**config.mk**
```make
export PLATFORM = sky130hd
export DESIGN_NAME = grid_sweep_odometer
export DESIGN_NICKNAME = d
export VERILOG_FILES = /design/src/sv/gso_pkg.sv /design/src/sv/gso_divider.sv /design/src/sv/grid_sweep_odometer.sv
export SDC_FILE = /design/constraint.sdc
export NUM_CORES = 2
export LEC_CHECK = 0
export BUFFER_PORTS_ARGS = -buffer_cell sky130_fd_sc_hd__buf_2
export CAP_MARGIN = 5
export CORE_ASPECT_RATIO = 0.8
export CORE_UTILIZATION = 55
export CTS_CLUSTER_DIAMETER = 40
export DETAILED_ROUTE_END_ITERATION = 6
export PLACE_DENSITY = 0.81
export SLEW_MARGIN = 20
export SYNTH_ARGS = -nofsm -noshare
export SYNTH_HDL_FRONTEND = slang
export SYNTH_SLANG_ARGS = --single-unit
```
**constraint.sdc**
```tcl
create_clock -name clock -period 13.5 [get_ports clock]
set_clock_uncertainty 0.1 [all_clocks]
set_input_delay 2.7 -clock clock [delete_from_list [all_inputs] [get_ports clock]]
set_output_delay 2.7 -clock clock [all_outputs]
set_load 0.05 [all_outputs]
```
**src/sv/gso_pkg.sv**
```systemverilog
// Shared constants, command codes and divider interface types for the grid sweep odometer.
package gso_pkg;

   localparam int MAX_DIMS     = 4;
   localparam int MAX_STEPS    = 1024;
   localparam int VALUE_BITS   = 32;
   localparam int DIM_BITS     = 2;
   localparam int ACTIVE_BITS  = 3;
   localparam int CMD_BITS     = 3;
   localparam int COUNT_BITS   = $clog2(MAX_STEPS + 1);
   localparam int DIV_BITS     = $clog2(MAX_STEPS);
   localparam int DIV_CNT_BITS = $clog2(VALUE_BITS + 1);
   localparam int TOTAL_BITS   = 41;

   typedef enum logic [CMD_BITS-1:0] {
      CMD_NEXT      = 3'd0,
      CMD_RESTART   = 3'd1,
      CMD_SET_LOWER = 3'd2,
      CMD_SET_UPPER = 3'd3,
      CMD_SET_COUNT = 3'd4,
      CMD_FIX_VALUE = 3'd5
   } cmd_type;

   typedef logic signed [VALUE_BITS-1:0] value_type;

   typedef struct packed {
      logic                  start;
      logic [VALUE_BITS-1:0] dividend;
      logic [DIV_BITS-1:0]   divisor;
   } div_req_type;

   typedef struct packed {
      logic                  done;
      logic [VALUE_BITS-1:0] quotient;
   } div_rsp_type;

endpackage

```
**src/sv/gso_divider.sv**
```systemverilog
// Restoring unsigned divider that produces one quotient bit per cycle.
module gso_divider
   import gso_pkg::*;
(
   input  logic        clock,
   input  logic        reset,
   input  div_req_type req,
   output div_rsp_type rsp
);

   logic                    busy_ff, busy_in;
   logic                    done_ff, done_in;
   logic [DIV_CNT_BITS-1:0] cnt_ff, cnt_in;
   logic [DIV_BITS-1:0]     rem_ff, rem_in;
   logic [VALUE_BITS-1:0]   quo_ff, quo_in;
   logic [DIV_BITS-1:0]     divisor_ff, divisor_in;

   logic [DIV_BITS:0] trial;
   logic [DIV_BITS:0] trial_diff;
   logic              fits;

   always_comb begin
      trial      = {rem_ff, quo_ff[VALUE_BITS-1]};
      trial_diff = trial - {1'b0, divisor_ff};
      fits       = trial >= {1'b0, divisor_ff};

      busy_in    = busy_ff;
      done_in    = 1'b0;
      cnt_in     = cnt_ff;
      rem_in     = rem_ff;
      quo_in     = quo_ff;
      divisor_in = divisor_ff;

      if (req.start) begin
         busy_in    = 1'b1;
         cnt_in     = DIV_CNT_BITS'(VALUE_BITS);
         rem_in     = '0;
         quo_in     = req.dividend;
         divisor_in = req.divisor;
      end else if (busy_ff) begin
         // The dividend shifts out at the top while quotient bits shift in at the bottom.
         rem_in = fits ? trial_diff[DIV_BITS-1:0] : trial[DIV_BITS-1:0];
         quo_in = {quo_ff[VALUE_BITS-2:0], fits};
         cnt_in = cnt_ff - 1'b1;
         if (cnt_ff == DIV_CNT_BITS'(1)) begin
            busy_in = 1'b0;
            done_in = 1'b1;
         end
      end
   end

   always_ff @(posedge clock) begin
      if (reset) begin
         busy_ff <= 1'b0;
         done_ff <= 1'b0;
         cnt_ff  <= '0;
      end else begin
         busy_ff <= busy_in;
         done_ff <= done_in;
         cnt_ff  <= cnt_in;
      end
      rem_ff     <= rem_in;
      quo_ff     <= quo_in;
      divisor_ff <= divisor_in;
   end

   assign rsp.done     = done_ff;
   assign rsp.quotient = quo_ff;

endmodule

```
**src/sv/grid_sweep_odometer.sv**
```systemverilog
// Grid sweep odometer: steps up to four Q16.16 parameters over an evenly spaced grid,
// dimension 0 fastest. One transaction is handled at a time. A next command walks the carry
// chain one dimension at a time through a single saturating adder, or goes straight to the
// result once the sweep has run past its end. A restart or accepted set command computes
// each active dimension's increment in turn through the shared bit-serial divider (issue,
// the quotient iterations and the done step). A rejected command goes straight to the
// result. A stalled result holds the block until the receiver takes it. A write of
// active_dims sets all bounds to zero and all counts to one, and holds off the request
// channel while csr_valid is high.
module grid_sweep_odometer
   import gso_pkg::*;
(
   input  logic                         clock,
   input  logic                         reset,

   input  logic                         req_valid,
   output logic                         req_stall,
   input  logic [CMD_BITS-1:0]          req_command,
   input  logic [DIM_BITS-1:0]          req_dim_index,
   input  logic signed [VALUE_BITS-1:0] req_value,
   input  logic [COUNT_BITS-1:0]        req_step_count,

   output logic                         rsp_valid,
   input  logic                         rsp_stall,
   output logic                         rsp_ok,
   output logic signed [VALUE_BITS-1:0] rsp_value_0,
   output logic signed [VALUE_BITS-1:0] rsp_value_1,
   output logic signed [VALUE_BITS-1:0] rsp_value_2,
   output logic signed [VALUE_BITS-1:0] rsp_value_3,
   output logic                         rsp_is_first,
   output logic                         rsp_is_last,
   output logic                         rsp_has_next,
   output logic                         rsp_has_tuples,
   output logic [TOTAL_BITS-1:0]        rsp_total_tuples,

   input  logic                         csr_valid,
   output logic                         csr_ready,
   input  logic [ACTIVE_BITS-1:0]       csr_active_dims
);

   typedef enum logic [2:0] {
      ST_IDLE,
      ST_WALK,
      ST_SETUP_ISSUE,
      ST_SETUP_WAIT,
      ST_FINISH
   } state_type;

   localparam value_type VALUE_MAX = {1'b0, {(VALUE_BITS-1){1'b1}}};
   localparam value_type VALUE_MIN = {1'b1, {(VALUE_BITS-1){1'b0}}};

   state_type              state_ff, state_in;
   logic [ACTIVE_BITS-1:0] active_ff, active_in;
   logic [DIM_BITS-1:0]    dim_ff, dim_in;
   logic                   ok_ff, ok_in;
   logic                   neg_ff, neg_in;
   logic [TOTAL_BITS-1:0]  total_ff, total_in;
   logic [TOTAL_BITS-1:0]  index_ff, index_in;

   value_type              lower_ff [MAX_DIMS], lower_in [MAX_DIMS];
   value_type              upper_ff [MAX_DIMS], upper_in [MAX_DIMS];
   value_type              incr_ff  [MAX_DIMS], incr_in  [MAX_DIMS];
   value_type              cur_ff   [MAX_DIMS], cur_in   [MAX_DIMS];
   logic [COUNT_BITS-1:0]  count_ff [MAX_DIMS], count_in [MAX_DIMS];
   logic [COUNT_BITS-1:0]  pos_ff   [MAX_DIMS], pos_in   [MAX_DIMS];

   logic                   rsp_valid_ff, rsp_valid_in;
   logic                   rsp_ok_ff, rsp_ok_in;
   value_type              rsp_values_ff [MAX_DIMS], rsp_values_in [MAX_DIMS];
   logic                   rsp_is_first_ff, rsp_is_first_in;
   logic                   rsp_is_last_ff, rsp_is_last_in;
   logic                   rsp_has_next_ff, rsp_has_next_in;
   logic                   rsp_has_tuples_ff, rsp_has_tuples_in;
   logic [TOTAL_BITS-1:0]  rsp_total_ff, rsp_total_in;

   div_req_type div_req;
   div_rsp_type div_rsp;

   logic                             cfg_write;
   logic                             req_take;
   logic                             slot_free;
   logic                             in_range;
   logic                             idx_lt;
   logic                             idx_le;
   logic                             last_dim;
   logic [ACTIVE_BITS-1:0]           cfg_dims;
   logic signed [VALUE_BITS:0]       walk_sum;
   value_type                        walk_sat;
   logic [COUNT_BITS-1:0]            pos_next;
   logic signed [VALUE_BITS:0]       bound_diff;
   logic [VALUE_BITS:0]              bound_mag;
   logic [TOTAL_BITS+COUNT_BITS-1:0] total_prod;
   logic [VALUE_BITS-1:0]            quo_neg;
   value_type                        incr_sat;

   gso_divider u_divider (
      .clock (clock),
      .reset (reset),
      .req   (div_req),
      .rsp   (div_rsp)
   );

   // A configuration write takes priority, so the request channel is held off in that cycle.
   assign req_stall = (state_ff != ST_IDLE) || csr_valid;
   assign csr_ready = (state_ff == ST_IDLE);
   assign cfg_write = csr_valid && csr_ready;
   assign req_take  = req_valid && !req_stall;
   assign slot_free = !rsp_valid_ff || !rsp_stall;

   always_comb begin
      in_range = {1'b0, req_dim_index} < active_ff;
      idx_lt   = index_ff < total_ff;
      idx_le   = index_ff <= total_ff;
      last_dim = (ACTIVE_BITS'(dim_ff) + 1'b1) == active_ff;

      if (csr_active_dims == '0) begin
         cfg_dims = ACTIVE_BITS'(1);
      end else if (csr_active_dims > ACTIVE_BITS'(MAX_DIMS)) begin
         cfg_dims = ACTIVE_BITS'(MAX_DIMS);
      end else begin
         cfg_dims = csr_active_dims;
      end

      // Saturating add of the walked dimension's value and increment.
      walk_sum = {cur_ff[dim_ff][VALUE_BITS-1], cur_ff[dim_ff]}
               + {incr_ff[dim_ff][VALUE_BITS-1], incr_ff[dim_ff]};
      if (walk_sum[VALUE_BITS] != walk_sum[VALUE_BITS-1]) begin
         walk_sat = walk_sum[VALUE_BITS] ? VALUE_MIN : VALUE_MAX;
      end else begin
         walk_sat = walk_sum[VALUE_BITS-1:0];
      end
      pos_next = pos_ff[dim_ff] + 1'b1;

      bound_diff = {upper_ff[dim_ff][VALUE_BITS-1], upper_ff[dim_ff]}
                 - {lower_ff[dim_ff][VALUE_BITS-1], lower_ff[dim_ff]};
      bound_mag  = bound_diff[VALUE_BITS] ? -bound_diff : bound_diff;
      total_prod = total_ff * count_ff[dim_ff];

      // A negative quotient saturates only when its magnitude passes the most negative value.
      quo_neg = ~div_rsp.quotient + 1'b1;
      if (!neg_ff) begin
         incr_sat = div_rsp.quotient[VALUE_BITS-1] ? VALUE_MAX : div_rsp.quotient;
      end else if (div_rsp.quotient[VALUE_BITS-1] &&
                   (div_rsp.quotient[VALUE_BITS-2:0] != '0)) begin
         incr_sat = VALUE_MIN;
      end else begin
         incr_sat = quo_neg;
      end

      div_req.start    = (state_ff == ST_SETUP_ISSUE);
      div_req.dividend = bound_mag[VALUE_BITS-1:0];
      div_req.divisor  = (count_ff[dim_ff] <= COUNT_BITS'(1)) ? DIV_BITS'(1)
                       : DIV_BITS'(count_ff[dim_ff] - 1'b1);
   end

   always_comb begin
      state_in  = state_ff;
      active_in = active_ff;
      dim_in    = dim_ff;
      ok_in     = ok_ff;
      neg_in    = neg_ff;
      total_in  = total_ff;
      index_in  = index_ff;
      lower_in  = lower_ff;
      upper_in  = upper_ff;
      incr_in   = incr_ff;
      cur_in    = cur_ff;
      count_in  = count_ff;
      pos_in    = pos_ff;

      rsp_valid_in      = rsp_valid_ff && rsp_stall;
      rsp_ok_in         = rsp_ok_ff;
      rsp_values_in     = rsp_values_ff;
      rsp_is_first_in   = rsp_is_first_ff;
      rsp_is_last_in    = rsp_is_last_ff;
      rsp_has_next_in   = rsp_has_next_ff;
      rsp_has_tuples_in = rsp_has_tuples_ff;
      rsp_total_in      = rsp_total_ff;

      case (state_ff)
         ST_IDLE: begin
            if (cfg_write) begin
               active_in = cfg_dims;
               for (int d = 0; d < MAX_DIMS; d++) begin
                  lower_in[d] = '0;
                  upper_in[d] = '0;
                  incr_in[d]  = '0;
                  cur_in[d]   = '0;
                  count_in[d] = COUNT_BITS'(1);
                  pos_in[d]   = COUNT_BITS'(1);
               end
               total_in = TOTAL_BITS'(1);
               index_in = TOTAL_BITS'(1);
            end else if (req_take) begin
               ok_in    = 1'b0;
               state_in = ST_FINISH;
               dim_in   = '0;
               case (cmd_type'(req_command))
                  CMD_NEXT: begin
                     // The index stops one past the total once the sweep has ended.
                     ok_in = idx_lt;
                     if (idx_le) begin
                        index_in = index_ff + 1'b1;
                     end
                     if (idx_lt) begin
                        state_in = ST_WALK;
                     end
                  end
                  CMD_RESTART: begin
                     ok_in    = 1'b1;
                     total_in = TOTAL_BITS'(1);
                     state_in = ST_SETUP_ISSUE;
                  end
                  CMD_SET_LOWER, CMD_SET_UPPER, CMD_FIX_VALUE: begin
                     if (in_range) begin
                        if (cmd_type'(req_command) != CMD_SET_UPPER) begin
                           lower_in[req_dim_index] = req_value;
                        end
                        if (cmd_type'(req_command) != CMD_SET_LOWER) begin
                           upper_in[req_dim_index] = req_value;
                        end
                        if (cmd_type'(req_command) == CMD_FIX_VALUE) begin
                           count_in[req_dim_index] = COUNT_BITS'(1);
                        end
                        ok_in    = 1'b1;
                        total_in = TOTAL_BITS'(1);
                        state_in = ST_SETUP_ISSUE;
                     end
                  end
                  CMD_SET_COUNT: begin
                     if (in_range && (req_step_count != '0) &&
                         (req_step_count <= COUNT_BITS'(MAX_STEPS))) begin
                        count_in[req_dim_index] = req_step_count;
                        ok_in    = 1'b1;
                        total_in = TOTAL_BITS'(1);
                        state_in = ST_SETUP_ISSUE;
                     end
                  end
                  default: begin
                     ok_in = 1'b0;
                  end
               endcase
            end
         end

         ST_WALK: begin
            if (pos_next > count_ff[dim_ff]) begin
               cur_in[dim_ff] = lower_ff[dim_ff];
               pos_in[dim_ff] = COUNT_BITS'(1);
               if (last_dim) begin
                  state_in = ST_FINISH;
               end else begin
                  dim_in = dim_ff + 1'b1;
               end
            end else begin
               cur_in[dim_ff] = walk_sat;
               pos_in[dim_ff] = pos_next;
               state_in       = ST_FINISH;
            end
         end

         ST_SETUP_ISSUE: begin
            neg_in         = bound_diff[VALUE_BITS];
            cur_in[dim_ff] = lower_ff[dim_ff];
            pos_in[dim_ff] = COUNT_BITS'(1);
            total_in       = total_prod[TOTAL_BITS-1:0];
            state_in       = ST_SETUP_WAIT;
         end

         ST_SETUP_WAIT: begin
            if (div_rsp.done) begin
               incr_in[dim_ff] = incr_sat;
               if (last_dim) begin
                  index_in = TOTAL_BITS'(1);
                  state_in = ST_FINISH;
               end else begin
                  dim_in   = dim_ff + 1'b1;
                  state_in = ST_SETUP_ISSUE;
               end
            end
         end

         ST_FINISH: begin
            if (slot_free) begin
               rsp_valid_in = 1'b1;
               rsp_ok_in    = ok_ff;
               for (int d = 0; d < MAX_DIMS; d++) begin
                  rsp_values_in[d] = (ACTIVE_BITS'(d) < active_ff) ? cur_ff[d] : '0;
               end
               rsp_is_first_in   = (index_ff == TOTAL_BITS'(1));
               rsp_is_last_in    = (index_ff == total_ff);
               rsp_has_next_in   = idx_lt;
               rsp_has_tuples_in = idx_le;
               rsp_total_in      = total_ff;
               state_in          = ST_IDLE;
            end
         end

         default: begin
            state_in = ST_IDLE;
         end
      endcase
   end

   always_ff @(posedge clock) begin
      if (reset) begin
         state_ff     <= ST_IDLE;
         active_ff    <= ACTIVE_BITS'(1);
         dim_ff       <= '0;
         ok_ff        <= 1'b0;
         neg_ff       <= 1'b0;
         total_ff     <= TOTAL_BITS'(1);
         index_ff     <= TOTAL_BITS'(1);
         rsp_valid_ff <= 1'b0;
         for (int d = 0; d < MAX_DIMS; d++) begin
            lower_ff[d] <= '0;
            upper_ff[d] <= '0;
            incr_ff[d]  <= '0;
            cur_ff[d]   <= '0;
            count_ff[d] <= COUNT_BITS'(1);
            pos_ff[d]   <= COUNT_BITS'(1);
         end
      end else begin
         state_ff     <= state_in;
         active_ff    <= active_in;
         dim_ff       <= dim_in;
         ok_ff        <= ok_in;
         neg_ff       <= neg_in;
         total_ff     <= total_in;
         index_ff     <= index_in;
         rsp_valid_ff <= rsp_valid_in;
         lower_ff     <= lower_in;
         upper_ff     <= upper_in;
         incr_ff      <= incr_in;
         cur_ff       <= cur_in;
         count_ff     <= count_in;
         pos_ff       <= pos_in;
      end
      rsp_ok_ff         <= rsp_ok_in;
      rsp_values_ff     <= rsp_values_in;
      rsp_is_first_ff   <= rsp_is_first_in;
      rsp_is_last_ff    <= rsp_is_last_in;
      rsp_has_next_ff   <= rsp_has_next_in;
      rsp_has_tuples_ff <= rsp_has_tuples_in;
      rsp_total_ff      <= rsp_total_in;
   end

   assign rsp_valid        = rsp_valid_ff;
   assign rsp_ok           = rsp_ok_ff;
   assign rsp_value_0      = rsp_values_ff[0];
   assign rsp_value_1      = rsp_values_ff[1];
   assign rsp_value_2      = rsp_values_ff[2];
   assign rsp_value_3      = rsp_values_ff[3];
   assign rsp_is_first     = rsp_is_first_ff;
   assign rsp_is_last      = rsp_is_last_ff;
   assign rsp_has_next     = rsp_has_next_ff;
   assign rsp_has_tuples   = rsp_has_tuples_ff;
   assign rsp_total_tuples = rsp_total_ff;

endmodule

```
Word level (Yosys, flattened, before mapping). Cells that the tools add are included.

Register bits after elaboration: 927. Word-level logic and storage cells: 276.

Add/subtract/negate cells: 11. Multiply operators: 1. Order comparisons: 16. Equal/unequal tests: 33. Muxes and demuxes: 110. Bitwise operators: 11. Reductions and logical operators: 45.

Operator list (count): two-way mux 128 bit (13); bitwise mux 128 bit (5); two-way mux 32 bit (17); two-way mux 41 bit (10); one-hot mux 128 bit (3 select lines) (1); two-way mux 44 bit (7); binary-select mux 32 bit (select 2 bit) (4); one-hot mux 128 bit (2 select lines) (1); one-hot mux 41 bit (2 select lines) (2); one-hot mux 44 bit (3 select lines) (1); demux 32 bit (select 2 bit) (2); one-hot mux 41 bit (3 select lines) (1); bitwise mux 44 bit (2); one-hot mux 44 bit (2 select lines) (1); bitwise AND 40 bit (2); inverter 40 bit (2); two-way mux 11 bit (6); binary-select mux 11 bit (select 2 bit) (2); demux 11 bit (select 2 bit) (2); adder 41 x 1 -> 41 bit, second input constant (1); == test 41 x 1 -> 1 bit, second input constant (1); == test 41 bit (1); less-or-equal comparator 41 bit (1); < comparator 41 bit (1); 62 further kinds (141).

Depth between registers and ports, before layout.
Depth after elaboration: 12. Depth in mapped cells: 29.

Cells and area by module. From an unflattened synthesis, not the netlist that was laid out.

Cells, all modules: 6412. Area, all modules: 57301.2 µm².

By module, submodules not included: grid_sweep_odometer (times used 1, cells an instance 6162, area an instance 54300.8 µm², seq. area each 19098.3 µm²); gso_divider (times used 1, cells an instance 250, area an instance 3000.4 µm², seq. area each 1621.6 µm²).

Worst setup path after synthesis. Ideal clock, no wire load.

Path type: input to register. Start point: input port rsp_stall. End point: register rsp_has_next_ff (netlist: rsp_has_next), enable pin. Data arrival time: 11076 ps. Data required time: 12635 ps. Slack: 1559 ps. Cell stages on the path: 1. Path buffers: 0. Cells stage by stage: a21oi_1.

Longest elaborated chain between the ends: 3.

Ends and longest elaborated chain: from (decl) (line grid_sweep_odometer.sv:24) `input logic rsp_stall,`; zero test 1 bit (line grid_sweep_odometer.sv:108) `assign slot_free = !rsp_valid_ff || !rsp_stall;`; logical OR 1 bit (line grid_sweep_odometer.sv:108); AND reduction 2 bit (no line); to (signal assigned) (line grid_sweep_odometer.sv:343) `rsp_has_next_ff <= rsp_has_next_in;`; to (decl) (line grid_sweep_odometer.sv:72) `logic rsp_has_next_ff, rsp_has_next_in;`.

No other way between the ends. A chain may end at the register's enable or synchronous reset.

Final worst setup path.
Start point: register dim_ff[1]. End point: register total_ff[37].

Longest elaborated chain between the ends: 6.

Ends and longest elaborated chain: from (decl) (line grid_sweep_odometer.sv:54) `logic [DIM_BITS-1:0] dim_ff, dim_in;`; from (signal assigned) (line grid_sweep_odometer.sv:326) `dim_ff <= dim_in;`; inverter 2 -> 3 bit (implied by the code) (line grid_sweep_odometer.sv:137) `total_prod = total_ff * count_ff[dim_ff];`; binary-select mux 11 bit (select 2 bit) (line grid_sweep_odometer.sv:137); two-way mux 11 bit (implied by the code) (2 in a row) (line grid_sweep_odometer.sv:137); multiplier 41 x 11 -> 41 bit (line grid_sweep_odometer.sv:137); one-hot mux 41 bit (2 select lines) (line grid_sweep_odometer.sv:180) `case (state_ff)`; to (signal assigned) (line grid_sweep_odometer.sv:329) `total_ff <= total_in;`; to (decl) (line grid_sweep_odometer.sv:57) `logic [TOTAL_BITS-1:0] total_ff, total_in;`.

No other way between the ends. The select of a mux whose other input is x is not followed.

==> metrics.yaml <==
status: "finished, violations left"
violations: "design-rule violations"
syn-instance-count: 6635
synth_top_family_by_area: "simple AND/OR/NAND/NOR gates"
synth_mux_area_frac: 0.0662
h-tree-depth: 3
numClockSinks: 927
hold_viol_final: 0
fin_setup_tns_ps: 0
hp-class: "flop to flop"
cp_num_buf_inv: 4
timing.final.crit_share: 0.637
root_buffer: "clkbuf_16"
synthXorXnorAreaFrac: 0.0277
clk_pin_slew_ps: 60
cp_top_family: "compound AO/OA/AOI/OAI gates"
synth.distinct_cells: 94
worstSetupPathType: "flop to flop"
drive_gt1_frac: 0.113
dp_hpwl_mm: 126
cts_setup_buffers: 0
post_drt_wl_per_cell_um: 22.8
synth_warnings: 0
drt_wl_total_mm: 185
cp_slowest_cell: "a2111oi_0"
grt_pass1_vias: 48200
layout_commonest_cell: "nand2_1"
dieArea_mm2: 0.107
cp-end-kind: "flop"
cts.repair.resized: 0
max_slew.worst_pin.slew_ps: 1160
io_buffers: 232
irDropWorstVdd_v: 0.000147
cp_max_fo: 39
holdBufCountCts: 0
cts_buffer_depth: 3
cap_violations: 0
wl_met2_mm: 78.2
vias: 51300
cts_tree: "yes"
wl_met3_mm: 26.5
synth_fa_ha_area_frac: 0.147
row_count: 106
layout_common_cells: "1,039 x nand2_1, 708 x dfxtp_1, 703 x nor2_1"
drt-initial-drc-count: 7324
die_h_um: 292
viasPerCell: 6.34
grt_max_degree: 249
ys_ff_latch: 927
arrival_ps: 9150
io_pins: 233
ys_seq_area_frac: 0.357
stdcell_area_mm2: 0.0639
whs_path_depth: 0
fin_nets: 7141
die_w_um: 365
dpl-instance-area_mm2: 0.0598
worst_path_largest_cell_delay_ps: 770
period_needed_ps: 8600
postRouteAntennaNets: 0
cp_data_required_time_ps: 14050
finalSetupViolCount: 0
relSlewSlack: 0.225
grt_pass1_wl_mm: 282
synth_ff_type: "dfxtp_1"
rsz0062_at_grt: "false"
grt_use_total: 0.340
powerDensity_mw_per_mm2: 111
crit_cells: 23
first_pass_iters: 7
grt_overflow_total: 0
clock_latency_ps: 770
slew_viol_final: 0
async_flop_share: 0
initial_core_util: 0.555
syn_area_per_cell_um2: 8.74
yosys.area_share.simple: 0.175
start_kind: "flop"
leakagePower_uw: 0.0244
m1WireLength_mm: 73.0
synth_edf_count: 216
synth_area_mm2: 0.0580
dr.max_layer_used: "met5"
core-area_mm2: 0.105
area_delta_synth_final_pct: 10.2
antenna_found_initial: 15
fmax_mhz: 116
syn_nets: 7192
worst-r2r-cell-count: 23
cts_buffers: 114
nFillCells: 8567
synth-compound-area-share: 0.168
crit_chain: "buf_4 > mux4_2 > clkinv_1 > nor2_1 > ha_1 > ha_1 > inv_1 > fa_1 > inv_1 > ha_1 > fa_1 > a21oi_1 > o21bai_1 > a2111oi_0 > o211ai_1 > a31oi_1 > o21ai_0 > a21oi_1 > nor3_1 > a211oi_1 > a21oi_1 > xor2_1 > a22o_1"
drcViolationCount: 7
gp_congestion: 0.983
## per-layer routing
layer / track usage / up-vias
li1: - / 22800
met1: 0.482 / 24700
met2: 0.485 / 3244
met3: 0.115 / 544
met4: 0.114 / 24
met5: 0 / -
## cell usage after synthesis (21+ instances only)
| library cell | n | share of area |
|---|---|---|
| nand2_1 | 1049 | 0.068 |
| nor2_1 | 715 | 0.046 |
| dfxtp_1 | 711 | 0.25 |
| a21oi_1 | 657 | 0.057 |
| inv_1 | 393 | 0.025 |
| clkbuf_1 | 389 | 0.025 |
| fa_1 | 303 | 0.10 |
| o21ai_0 | 265 | 0.023 |
| edfxtp_1 | 216 | 0.11 |
| ha_1 | 198 | 0.043 |
| a31oi_1 | 155 | 0.017 |
| mux4_2 | 151 | 0.059 |
| a21o_1 | 132 | 0.017 |
| nor2b_1 | 125 | 0.013 |
| a211oi_1 | 107 | 0.014 |
| xnor2_1 | 101 | 0.015 |
| nand3_1 | 91 | 0.0079 |
| xor2_1 | 82 | 0.012 |
| and2_1 | 74 | 0.0080 |
| nor3_1 | 68 | 0.0059 |
| a22oi_1 | 61 | 0.0079 |
| and3_1 | 46 | 0.0050 |
| buf_1 | 46 | 0.0030 |
| nand4_1 | 41 | 0.0044 |
| nor4_1 | 33 | 0.0036 |
| clkbuf_2 | 32 | 0.0028 |
| o22ai_1 | 32 | 0.0035 |
| nand2b_1 | 24 | 0.0026 |
| mux2i_1 | 22 | 0.0038 |
| a22o_1 | 21 | 0.0032 |
| o21bai_1 | 21 | 0.0027 |
## logic make-up (layout without fill, tap and decap cells)
kind of cell | after synthesis | count (layout)
adder cells (fa/ha/maj) | 501 | 501
AO/OA/AOI/OAI | 1611 | 1611
XOR/XNOR | 183 | 183
buffers and inverters | 881 | 927
other | 0 | 8
AND/OR/NAND/NOR | 2340 | 2340
multiplexers | 192 | 192
flip-flops | 927 | 927
## path summary, 6_finish.rpt
kind / from / end / slack [ps]
setup / recovery: dim_ff[1] / total_ff[37] / 4900
hold / removal: ok_ff / rsp_ok / 350
setup reg to reg: dim_ff[1] / total_ff[37] / 4900
hold reg to reg: ok_ff / rsp_ok / 350
## per-stage QoR
step | cells | total power (uW) | util | hold WS, ps | worst slack (ps)
2_1_floorplan | 6635 | 3640 | - | 306 | 1560
3_3_place_gp | 7872 | 3890 | 0.572 | 316 | 5210
3_5_place_dp | 7872 | 3910 | 0.572 | 332 | 5010
4_1_cts | 8085 | 7090 | 0.611 | 349 | 5070
5_1_grt | 8089 | 7310 | 0.611 | 366 | 4620
6_report | 8093 | 7110 | 0.611 | 350 | 4900
## registers in the layout (all words and copies together) (netlist names), 2 cells and up
register,cells
rsp_value_0,32
dim_ff,2
incr_ff,128
rsp_total_tuples,41
rsp_value_3,32
total_ff,41
u_divider.cnt_ff,6
active_ff,3
lower_ff,128
cur_ff,128
count_ff,44
upper_ff,128
rsp_value_2,32
rsp_value_1,32
pos_ff,44
state_ff,3
u_divider.rem_ff,10
index_ff,41
u_divider.divisor_ff,10
u_divider.quo_ff,32
## layout make-up
type / count / area, um^2 / area share
clock inverters: 73 / 955 / 0.0149
multi-input cells: 4827 / 34000 / 0.533
clock buffers: 140 / 3060 / 0.0479
repair buffers: 311 / 1800 / 0.0282
inverters: 403 / 1520 / 0.0238
flip-flops and latches: 927 / 20700 / 0.325
diodes: 8 / 20.0 / 0.000313
well taps: 1404 / 1760 / 0.0275
## where the power goes
part	internal, uW	total [uW]	switching (uW)
Sequential	2910	2970	65.2
Combinational	262	916	654
Clock	1870	3220	1350
Total	5040	7110	2070
No activity file was read; power rests on OpenSTA's default activity.
